File: src/rtl/windowed_moving_average_assert.svh
// Assertion macros for the windowed moving average block.
// Used by windowed_moving_average.sv; no other dependencies.
`ifndef WINDOWED_MOVING_AVERAGE_ASSERT_SVH
`define WINDOWED_MOVING_AVERAGE_ASSERT_SVH
`ifndef SYNTHESIS
`define WMA_ASSERT_IMPLIES(lbl, clk, rst, ante, cons) \
  lbl: assert property (@(posedge clk) disable iff (rst) (ante) |-> (cons)) \
    else $error("wma: same-cycle check failed");
`define WMA_ASSERT_NEXT(lbl, clk, rst, ante, cons) \
  lbl: assert property (@(posedge clk) disable iff (rst) (ante) |=> (cons)) \
    else $error("wma: next-cycle check failed");
`else
`define WMA_ASSERT_IMPLIES(lbl, clk, rst, ante, cons)
`define WMA_ASSERT_NEXT(lbl, clk, rst, ante, cons)
`endif
`endif

File: src/rtl/wma_pkg.sv
// Shared constants for the windowed moving average block.
// Used by the stream interfaces and the top level; no dependencies.
package wma_pkg;

  localparam int WINDOW_DEPTH_DEF = 64;
  localparam int SAMPLE_BITS_DEF  = 16;

  localparam int               CFG_W          = 7;
  localparam logic [CFG_W-1:0] WINDOW_LEN_RST = 7'd8;

endpackage

File: src/rtl/wma_if.sv
// Valid/ready stream interfaces for samples in and averages out.
// Depends on wma_pkg for the default sample width.
interface wma_sample_if #(
  parameter int SAMPLE_BITS = wma_pkg::SAMPLE_BITS_DEF
);
  logic                          valid;
  logic                          ready;
  logic signed [SAMPLE_BITS-1:0] sample;

  modport source (output valid, output sample, input ready);
  modport sink   (input valid, input sample, output ready);
endinterface

interface wma_average_if #(
  parameter int SAMPLE_BITS = wma_pkg::SAMPLE_BITS_DEF
);
  logic                          valid;
  logic                          ready;
  logic signed [SAMPLE_BITS-1:0] average;

  modport source (output valid, output average, input ready);
  modport sink   (input valid, input average, output ready);
endinterface

File: src/rtl/windowed_moving_average.sv
// Windowed moving average: sample ring, running sum and serial divider.
// Depends on wma_pkg, wma_if.sv and windowed_moving_average_assert.svh.
//
//  channel     dir   payload               transfer when
//  sample_ch   in    sample  [SB-1:0]      valid & ready
//  average_ch  out   average [SB-1:0]      valid & ready
//  wr_en/data  in    window_len [6:0]      wr_en high
//
// The block takes no new sample until the last one has been loaded into the
// output register; the restoring divider retires one quotient bit per cycle.
// Synchronous reset clears the ring through per-entry fill bits, so no
// clearing pass is needed. A stalled average waits in the output register;
// a finished quotient waits for it to drain before the block goes ready.
module windowed_moving_average #(
  parameter int WINDOW_DEPTH = wma_pkg::WINDOW_DEPTH_DEF,
  parameter int SAMPLE_BITS  = wma_pkg::SAMPLE_BITS_DEF
) (
  input  logic                       clk,
  input  logic                       rst,
  wma_sample_if.sink                 sample_ch,
  wma_average_if.source              average_ch,
  input  logic                       wr_en,
  input  logic [wma_pkg::CFG_W-1:0]  wr_data
);

  localparam int PTR_W  = $clog2(WINDOW_DEPTH);
  localparam int DEP_W  = $clog2(WINDOW_DEPTH + 1);
  localparam int LEN_W  = (DEP_W > wma_pkg::CFG_W) ? DEP_W : wma_pkg::CFG_W;
  localparam int SUM_W  = SAMPLE_BITS + PTR_W + 1;
  localparam int CNT_W  = $clog2(SUM_W);

  localparam logic [2:0] S_IDLE   = 3'd0;
  localparam logic [2:0] S_READ   = 3'd1;
  localparam logic [2:0] S_UPDATE = 3'd2;
  localparam logic [2:0] S_DIV    = 3'd3;
  localparam logic [2:0] S_FINISH = 3'd4;

  localparam logic [SUM_W-1:0] MAX_MAG =
    {{(SUM_W - SAMPLE_BITS + 1){1'b0}}, {(SAMPLE_BITS - 1){1'b1}}};
  localparam logic [SUM_W-1:0] MIN_MAG = MAX_MAG + SUM_W'(1);

  logic [2:0]                    state;
  logic [wma_pkg::CFG_W-1:0]     window_len;
  logic [LEN_W-1:0]              len_eff;
  logic [LEN_W-1:0]              len_reg;
  logic [PTR_W-1:0]              pos;
  logic [LEN_W-1:0]              pos_ext;
  logic [LEN_W-1:0]              pos_inc;
  logic signed [SAMPLE_BITS-1:0] sample_reg;
  logic signed [SAMPLE_BITS-1:0] mem [WINDOW_DEPTH];
  logic signed [SAMPLE_BITS-1:0] rd_data;
  logic signed [SAMPLE_BITS-1:0] old_sample;
  logic [WINDOW_DEPTH-1:0]       filled;
  logic signed [SUM_W-1:0]       sum;
  logic signed [SUM_W-1:0]       sum_next;
  logic [SUM_W-1:0]              dq;
  logic [LEN_W-1:0]              rem;
  logic [LEN_W:0]                rem_sh;
  logic                          q_bit;
  logic                          div_neg;
  logic [CNT_W-1:0]              cnt;
  logic                          out_valid;
  logic                          out_load;
  logic signed [SAMPLE_BITS-1:0] average_reg;
  logic signed [SAMPLE_BITS-1:0] average_next;
  logic                          in_xfer;
  logic                          mem_we;

  assign sample_ch.ready    = (state == S_IDLE);
  assign in_xfer            = sample_ch.valid && sample_ch.ready;
  assign average_ch.valid   = out_valid;
  assign average_ch.average = average_reg;
  assign mem_we             = (state == S_UPDATE);
  assign out_load           = (state == S_FINISH) && (!out_valid || average_ch.ready);

  always_comb begin
    if (window_len == '0) begin
      len_eff = LEN_W'(1);
    end else if (LEN_W'(window_len) > LEN_W'(WINDOW_DEPTH)) begin
      len_eff = LEN_W'(WINDOW_DEPTH);
    end else begin
      len_eff = LEN_W'(window_len);
    end
  end

  assign pos_ext    = LEN_W'(pos);
  assign pos_inc    = pos_ext + LEN_W'(1);
  assign old_sample = filled[pos] ? rd_data : '0;
  assign sum_next   = sum - SUM_W'(old_sample) + SUM_W'(sample_reg);
  assign rem_sh     = {rem, dq[SUM_W-1]};
  assign q_bit      = (rem_sh >= {1'b0, len_reg});

  always_comb begin
    if (!div_neg) begin
      average_next = (dq > MAX_MAG) ? SAMPLE_BITS'(MAX_MAG) : SAMPLE_BITS'(dq);
    end else if (dq > MIN_MAG) begin
      average_next = SAMPLE_BITS'(MIN_MAG);
    end else begin
      average_next = SAMPLE_BITS'(-dq);
    end
  end

  always_ff @(posedge clk) begin
    if (mem_we) begin
      mem[pos] <= sample_reg;
    end
    rd_data <= mem[pos];
  end

  always_ff @(posedge clk) begin
    if (rst) begin
      window_len <= wma_pkg::WINDOW_LEN_RST;
    end else if (wr_en) begin
      window_len <= wr_data;
    end
  end

  always_ff @(posedge clk) begin
    if (rst) begin
      state     <= S_IDLE;
      pos       <= '0;
      filled    <= '0;
      sum       <= '0;
      out_valid <= 1'b0;
      cnt       <= '0;
    end else begin
      if (average_ch.valid && average_ch.ready && !out_load) begin
        out_valid <= 1'b0;
      end
      case (state)
        S_IDLE: begin
          if (in_xfer) begin
            sample_reg <= sample_ch.sample;
            len_reg    <= len_eff;
            if (pos_ext >= len_eff) begin
              pos <= '0;
            end
            state <= S_READ;
          end
        end
        S_READ: begin
          state <= S_UPDATE;
        end
        S_UPDATE: begin
          sum         <= sum_next;
          filled[pos] <= 1'b1;
          pos         <= (pos_inc >= len_reg) ? '0 : PTR_W'(pos_inc);
          div_neg     <= sum_next[SUM_W-1];
          dq          <= sum_next[SUM_W-1] ? SUM_W'(-sum_next) : SUM_W'(sum_next);
          rem         <= '0;
          cnt         <= '0;
          state       <= S_DIV;
        end
        S_DIV: begin
          rem <= q_bit ? LEN_W'(rem_sh - {1'b0, len_reg}) : LEN_W'(rem_sh);
          dq  <= {dq[SUM_W-2:0], q_bit};
          cnt <= cnt + CNT_W'(1);
          if (cnt == CNT_W'(SUM_W - 1)) begin
            state <= S_FINISH;
          end
        end
        S_FINISH: begin
          if (out_load) begin
            average_reg <= average_next;
            out_valid   <= 1'b1;
            state       <= S_IDLE;
          end
        end
        default: begin
          state <= S_IDLE;
        end
      endcase
    end
  end

`include "windowed_moving_average_assert.svh"

  `WMA_ASSERT_NEXT(a_busy_after_xfer, clk, rst, in_xfer, !sample_ch.ready)
  `WMA_ASSERT_IMPLIES(a_pos_in_window, clk, rst, state == S_DIV, pos_ext < len_reg)
  `WMA_ASSERT_NEXT(a_result_loaded, clk, rst, out_load, out_valid && state == S_IDLE)

endmodule

File: src/flat_wrapper.sv
// flat-port wrapper written by rule: the top's interface ports become plain ports
module windowed_moving_average_flat 
#(
  parameter int WINDOW_DEPTH = wma_pkg::WINDOW_DEPTH_DEF,
  parameter int SAMPLE_BITS  = wma_pkg::SAMPLE_BITS_DEF
)
  (clk, rst, wr_en, wr_data, sample_ch_valid, sample_ch_sample, sample_ch_ready, average_ch_valid, average_ch_average, average_ch_ready);
  wma_sample_if #(.SAMPLE_BITS(SAMPLE_BITS)) sample_ch_i ();
  wma_average_if #(.SAMPLE_BITS(SAMPLE_BITS)) average_ch_i ();
  input  logic clk;
  input  logic rst;
  input  logic wr_en;
  input  logic [wma_pkg::CFG_W-1:0] wr_data;
  input wire logic [$bits(sample_ch_i.valid)-1:0] sample_ch_valid;
  input wire logic [$bits(sample_ch_i.sample)-1:0] sample_ch_sample;
  output wire logic [$bits(sample_ch_i.ready)-1:0] sample_ch_ready;
  output wire logic [$bits(average_ch_i.valid)-1:0] average_ch_valid;
  output wire logic [$bits(average_ch_i.average)-1:0] average_ch_average;
  input wire logic [$bits(average_ch_i.ready)-1:0] average_ch_ready;
  assign sample_ch_i.valid = sample_ch_valid;
  assign sample_ch_i.sample = sample_ch_sample;
  assign sample_ch_ready = sample_ch_i.ready;
  assign average_ch_valid = average_ch_i.valid;
  assign average_ch_average = average_ch_i.average;
  assign average_ch_i.ready = average_ch_ready;
  windowed_moving_average #(.WINDOW_DEPTH(WINDOW_DEPTH), .SAMPLE_BITS(SAMPLE_BITS)) u_core (.clk(clk), .rst(rst), .sample_ch(sample_ch_i), .average_ch(average_ch_i), .wr_en(wr_en), .wr_data(wr_data));
endmodule
File: config.mk
export PLATFORM = sky130hd
export DESIGN_NAME = windowed_moving_average_flat
export DESIGN_NICKNAME = d
export VERILOG_FILES = /design/src/rtl/wma_pkg.sv /design/src/rtl/wma_if.sv /design/src/rtl/windowed_moving_average.sv /design/src/flat_wrapper.sv
export VERILOG_INCLUDE_DIRS = /design/src /design/src/rtl
export SDC_FILE = /design/constraint.sdc
export NUM_CORES = 1
export LEC_CHECK = 0
export ABC_AREA = 0
export CELL_PAD_IN_SITES_DETAIL_PLACEMENT = 1
export CELL_PAD_IN_SITES_GLOBAL_PLACEMENT = 1
export CORE_MARGIN = 4
export CORE_UTILIZATION = 35
export DETAILED_ROUTE_END_ITERATION = 12
export DONT_BUFFER_PORTS = 1
export PLACE_DENSITY = 0.58
export SLEW_MARGIN = 5
export SYNTH_ARGS = -nofsm -noshare
export SYNTH_HDL_FRONTEND = slang
export SYNTH_SLANG_ARGS = --single-unit
File: constraint.sdc
create_clock -name clk -period 6.1 [get_ports clk]
set_input_delay 1.22 -clock clk [delete_from_list [all_inputs] [get_ports clk]]
set_output_delay 1.22 -clock clk [all_outputs]
set_load 0.005 [all_outputs]
After elaboration in Yosys (flattened, before gate mapping):

Memory sizes are Yosys's and may differ from the RTL's. A register that Yosys moved wholly into a read port is not among the register bits.
Index checks and enable logic that the tools add are counted.

* register bits: 179
* bits in writable memories: 1024
* input bits: 28
* logic and storage cells: 86
* memories: 1

Memory list
* u_core.mem: words 64, bits a word 16, read ports 1, clocked after Yosys merged registers in 1, wr ports 1, RTL line windowed_moving_average.sv:50 `logic signed [SAMPLE_BITS-1:0] mem [WINDOW_DEPTH];`

* add/sub/neg operators: 7
* order comparisons: 8
* equal/unequal tests: 9
* mux-type cells: 28
* bitwise operators: 2
* reduce and logical (&&, ||, !) cells: 18

Operator list (number)
* $mux W16: 4
* $or A64 B64 Y64: 1
* $pmux W23 S2: 1
* $add A23 B16 Y23: 1
* $gt A23 B15 Y1 const B: 1
* $gt A23 B16 Y1 const B: 1
* $mux W23: 1
* $neg A23 Y23: 1
* $sub A23 B16 Y23: 1
* $mux W7: 3
* $mux W6: 3
* $neg A16 Y16: 1
* $pmux W3 S5: 1
* $pmux W7 S2: 1
* $pmux W6 S2: 1
* $reduce_and A3 Y1: 4
* $pmux W5 S2: 1
* $mux W3: 3
* $ge A8 B7 Y1: 1
* $add A6 B1 Y7 const B: 1
* $ge A6 B7 Y1: 1
* $ge A7 B7 Y1: 1
* $gt A7 B7 Y1 const B: 1
* $logic_not A7 Y1: 1
* 20 further kinds: 36

Logic depth before layout (Yosys ltp):

* depth after elaboration: 8
* mapped depth: 25
* gate-level depth less buffers: 20

Worst setup path after synthesis:

OpenSTA, ideal clock, no wires.

* path type: register -> register
* from: reg u_core.pos[1]
* to: reg u_core.dq[13] (data pin)
* library setup time: 0.259 ns
* data arrival time: 5.449 ns
* slack: 0.392 ns
* stages on the path, launching flop included: 24
* period minus slack after synthesis: 5.708 ns
* cell sequence: dfxtp_1 -> buf_2 -> buf_2 -> mux4_2 -> mux2i_1 -> o22a_1 -> o221ai_1 -> nor2_1 -> clkbuf_1 -> nor2b_1 -> fa_1 -> inv_1 -> ha_1 -> and3_1 -> a221o_1 -> a221o_1 -> a2111oi_2 -> o21bai_2 -> a31oi_4 -> xor2_2 -> inv_2 -> buf_6 -> and3_1 -> a211o_1

RTL lines
* start, declared: RTL line windowed_moving_average.sv:46 `logic [PTR_W-1:0] pos;`
* start signal, assigned: RTL line windowed_moving_average.sv:147 `pos <= (pos_inc >= len_reg) ? '0 : PTR_W'(pos_inc);`
* $bmux W1 S6: RTL line windowed_moving_average.sv:88 `assign old_sample = filled[pos] ? rd_data : '0;`
* $mux W1 (implied by the code): RTL line windowed_moving_average.sv:88
* $mux W16: RTL line windowed_moving_average.sv:88
* $sub A23 B16 Y23: RTL line windowed_moving_average.sv:89 `assign sum_next = sum - SUM_W'(old_sample) + SUM_W'(sample_reg);`
* $add A23 B16 Y23: RTL line windowed_moving_average.sv:89
* via u_core.sum_next[22]: RTL line windowed_moving_average.sv:55 `logic signed [SUM_W-1:0] sum_next;`
* $mux W23: RTL line windowed_moving_average.sv:149 `dq <= sum_next[SUM_W-1] ? SUM_W'(-sum_next) : SUM_W'(sum_next);`
* $pmux W23 S2: RTL line windowed_moving_average.sv:130 `case (state)`
* end signal, assigned: RTL line windowed_moving_average.sv:149
* end signal, assigned: RTL line windowed_moving_average.sv:156 `dq <= {dq[SUM_W-2:0], q_bit};`
* end, declared: RTL line windowed_moving_average.sv:56 `logic [SUM_W-1:0] dq;`

The timed path passes the listed nets, and every way through them passes these cells. The select of a mux whose other input is x is not followed.
A chain may end at the register's enable or synchronous reset.

Worst setup path after layout:

* from: reg u_core.pos[1]
* to: reg u_core.dq[17] (data pin)

* cells in the longest elaborated chain, start to end: 8

Ends and longest elaborated chain (RTL line)
* $bmux W1 S6 *: windowed_moving_average.sv:88
* $mux W1 (implied by the code) *: windowed_moving_average.sv:88
* $mux W16 *: windowed_moving_average.sv:88
* $sub A23 B16 Y23 *: windowed_moving_average.sv:89
* $add A23 B16 Y23 *: windowed_moving_average.sv:89
* $neg A23 Y23: windowed_moving_average.sv:149
* $mux W23 *: windowed_moving_average.sv:149
* $pmux W23 S2 *: windowed_moving_average.sv:130

Every way passes the cells marked *; elsewhere a longest branch is shown, timed or not. The select of a mux whose other input is x is not followed.

==> flow_summary.yaml <==
floorplanning:
  ioPinCount: 46
  die_h_um: 377
  initial_core_util_pct: 35.2
  fp.dieW_um: 377
  placementRows: 135
  core_area_sq_um: 135000
  die_area_sq_um: 142000
placed_design:
  numPortBuffers: 0
  gp_congestion: 0.892
  dp_hpwl_mm: 89.5
  dp_cells: 4894
critical_path:
  cp-start-kind: "flip-flop"
  cp.arrival_ns: 6.37
  crit_type: "flip-flop to flip-flop"
  rrSetupSlack_ns: 0.17
  end_kind: "flip-flop"
  critical_path.slowest_cell: "or3b_4"
  r2r-start: "u_core.pos[1]"
  startpoint: "u_core.pos[1]"
  critPathMaxFanout: 9
  critPathMaxStageDelay_ns: 0.51
  required_ns: 6.54
  path_cells: "mux2_2 -> a221o_1 -> a222oi_1 -> o221ai_1 -> nor2_2 -> buf_6 -> buf_4 -> nor2b_1 -> fa_1 -> inv_1 -> ha_1 -> buf_4 -> a221o_1 -> a221o_1 -> buf_4 -> xnor2_1 -> o221ai_1 -> or3b_4 -> nor3_1 -> nand3b_1 -> a31oi_1"
pwr:
  swShare_pct: 26.9
  power.share.sequential_pct: 45.4
  vdd_ir_drop_max_v: 0.000265
  pwr-share-comb_pct: 17.1
  clockPowerShare_pct: 37.5
  p_sw_uw: 5630
  p_int_uw: 15300
  p_per_area_nw_per_um2: 380
  power.leakage_uw: 0.0175
synth:
  synth_fa_ha_area_share_pct: 2.25
  synth_top_area_share_pct: 68.8
  synth-compound-area-share_pct: 14.0
  synthesis.nets: 3248
  synth-xor-area-share_pct: 0.530
  synthMuxAreaShare_pct: 0.556
  synth_cell_type_count: 83
  synth-main-ff-cell: "edfxtp_1"
  synth-seq-area-share_pct: 74.1
  synth.largest_area_cell: "edfxtp_1"
  syn-instance-count: 3148
  synthTopCellsByArea: "edfxtp_1 (69%), a22oi_1 (6.5%), dfxtp_1 (5.2%), nor2_1 (2.0%), ha_1 (1.3%)"
  synth_top_family_by_area: "compound AO/OA/AOI/OAI gates"
  synthesis.area_sq_um: 47700
  synth-edff-count: 1094
  yosys.area_share.simple_pct: 6.00
  syn_avg_cell_area_sq_um: 15.2
  synthArstFlopShare_pct: 0
  yosys_register_bits: 1219
  yosysWarnings: 0
clock_network:
  clkTransAtPathRegs_ns: 0.06
  clock-sinks: 1219
  cts-root-buf: "clkbuf_16"
  cts_hold_buffers: 0
  ctsHtreeMaxLevel: 4
  clk_path_buf_depth: 3
  cts_tree: "built"
  clock_latency_ns: 0.76
  cts_buffers: 134
global_route:
  antenna_found_initial: 6
  grt_max_degree: 114
  grt_pass1_wl_mm: 222
  first_global_vias: 31035
  grt_overflow: 0
  grtUsageTotal_pct: 21.5
finish:
  area_delta_synth_final_pct: 15.3
  fin_util_pct: 40.6
  final_layout_size_suffix_gt1_share_pct: 13.5
  final_common_cell: "edfxtp_1"
  nNetsFinal: 3355
  largest_register: "u_core.mem"
  multi_input_area_sq_um: 11400
  final_cells: 5137
  mostFrequentLayoutCells: "edfxtp_1 (1,094), a22oi_1 (414), nor2_1 (222), buf_4 (158), clkbuf_16 (141)"
  biggestRegsByFlops: "u_core.mem: 1024 flops, u_core.filled: 64 flops"
  regArea_sq_um: 35400
  num-fill-cells: 13566
  largest_reg_flops: 1024
route:
  wl_per_cell_um: 30.2
  wl_met2_mm: 74.8
  top_layer: "met5"
  drt-pass1-iter-count: 5
  vias: 29738
  drt_iter0_drc: 3191
  met3_length_mm: 9.97
  drc: 0
  met1_length_mm: 65.4
  ant_nets: 0
  routed_wl_mm: 155
  avgViaCountPerCell: 5.79
sta:
  maxSlewHeadroom_pct: 2.98
  finalSetupViolCount: 0
  worstMarginPinSlew_ns: 1.44
  min_period_ns: 5.93
  slew_violations: 0
  finalCritPeriodShare_pct: 97.2
  finalHoldViolCount: 0
  fin_skew_ns: 0.0293
  setup_tns_ns: 0
  fmax_mhz: 169
worst_hold_path:
  hold_path_class: "flip-flop to flip-flop"
  worstHoldStart: "u_core.sum[11]"
flow_run:
  drv_cap: 0
outcome:
  status: "complete, no violations"
cells by family after synthesis:
kind of cell,after synthesis
adders and majority gates,72
AOI/OAI and AO/OA,893
DFF,1219
and+or+nand+nor,599
xor gates and xnor gates,28
buffers and inverters,317
muxes,20
cells in the mapped netlist (18+ instances only):
library cell and count:
nand2_1 106, ha_1 49, nor2b_1 26, or3_1 25, fa_1 23, nand4_1 23
a21oi_1 60, xnor2_1 20, buf_1 41, clkbuf_1 141, a31oi_1 63, edfxtp_1 1094
nor4_1 25, nor3_1 24, a41oi_1 61, nand3_1 33, a22o_1 55, nor2_1 259
a211oi_1 18, a21o_1 23, o21ai_0 47, dfxtp_1 125, a221oi_1 57, a22oi_1 415
inv_1 120
area by class of cell:
type	instances	area share, %
inverter	121	0.825
clock buffer	179	6.70
multi-input combinational	1612	20.7
timing repair buffer	167	2.46
antenna	4	0.0182
tap	1781	4.05
sequential	1219	64.2
clock inverter	54	0.973
path summary, 6_finish.rpt:
kind	cells past startpoint	endpoint
worst max register to register	21	u_core.dq[17]
worst min register to register	2	u_core.sum[11]
worst max-delay path	21	u_core.dq[17]
worst min-delay path	2	u_core.sum[11]
metrics by stage:
stage               cell area, sq um  hold WS [ns]  setup WS, ns  power [uW]
floorplan                      47700         0.432         0.392       11800
global placement               50600         0.441         0.207       13000
detailed placement             50600         0.451      -0.00647       13100
CTS                            54800         0.459        0.0243       20900
global route                   55000         0.478       -0.0365       21800
finish                         55000         0.458         0.173       20900
layer usage:
| metal | track usage [%] | vias up |
|---|---|---|
| met5 | 0 | - |
| met4 | 7.12 | 2 |
| met3 | 3.57 | 253 |
| met2 | 35.9 | 1094 |
| met1 | 28.7 | 15646 |
| li1 | - | 12743 |
worst max-delay path, delay by kind of cell, from the launching register on:
family          cells  cell delay [ns]
flops               1             0.36
xor+xnor            1             0.19
simple gates        5             1.29
compound gates      7             1.98
mux                 1             0.35
buf+inv             5             0.70
fa+ha+maj           2             0.76
power by group through the flow:
| stage | combinational, uW | sequential (uW) | clock (uW) |
|---|---|---|---|
| floorplan | 2180 | 9670 | 0 |
| detailed placement | 3400 | 9670 | 0 |
| global route | 3930 | 9510 | 8390 |
| CTS | 3410 | 9490 | 8010 |
| finish | 3580 | 9500 | 7860 |
| global placement | 3290 | 9660 | 0 |
what timing repair did:
item	4_1_cts	5_1_grt
buffers inserted	0	5
setup endpoints to repair	5	21
resized for setup	3	27
gates cloned	0	1
pin swaps	0	8
Power figures use the tool's default switching activity.
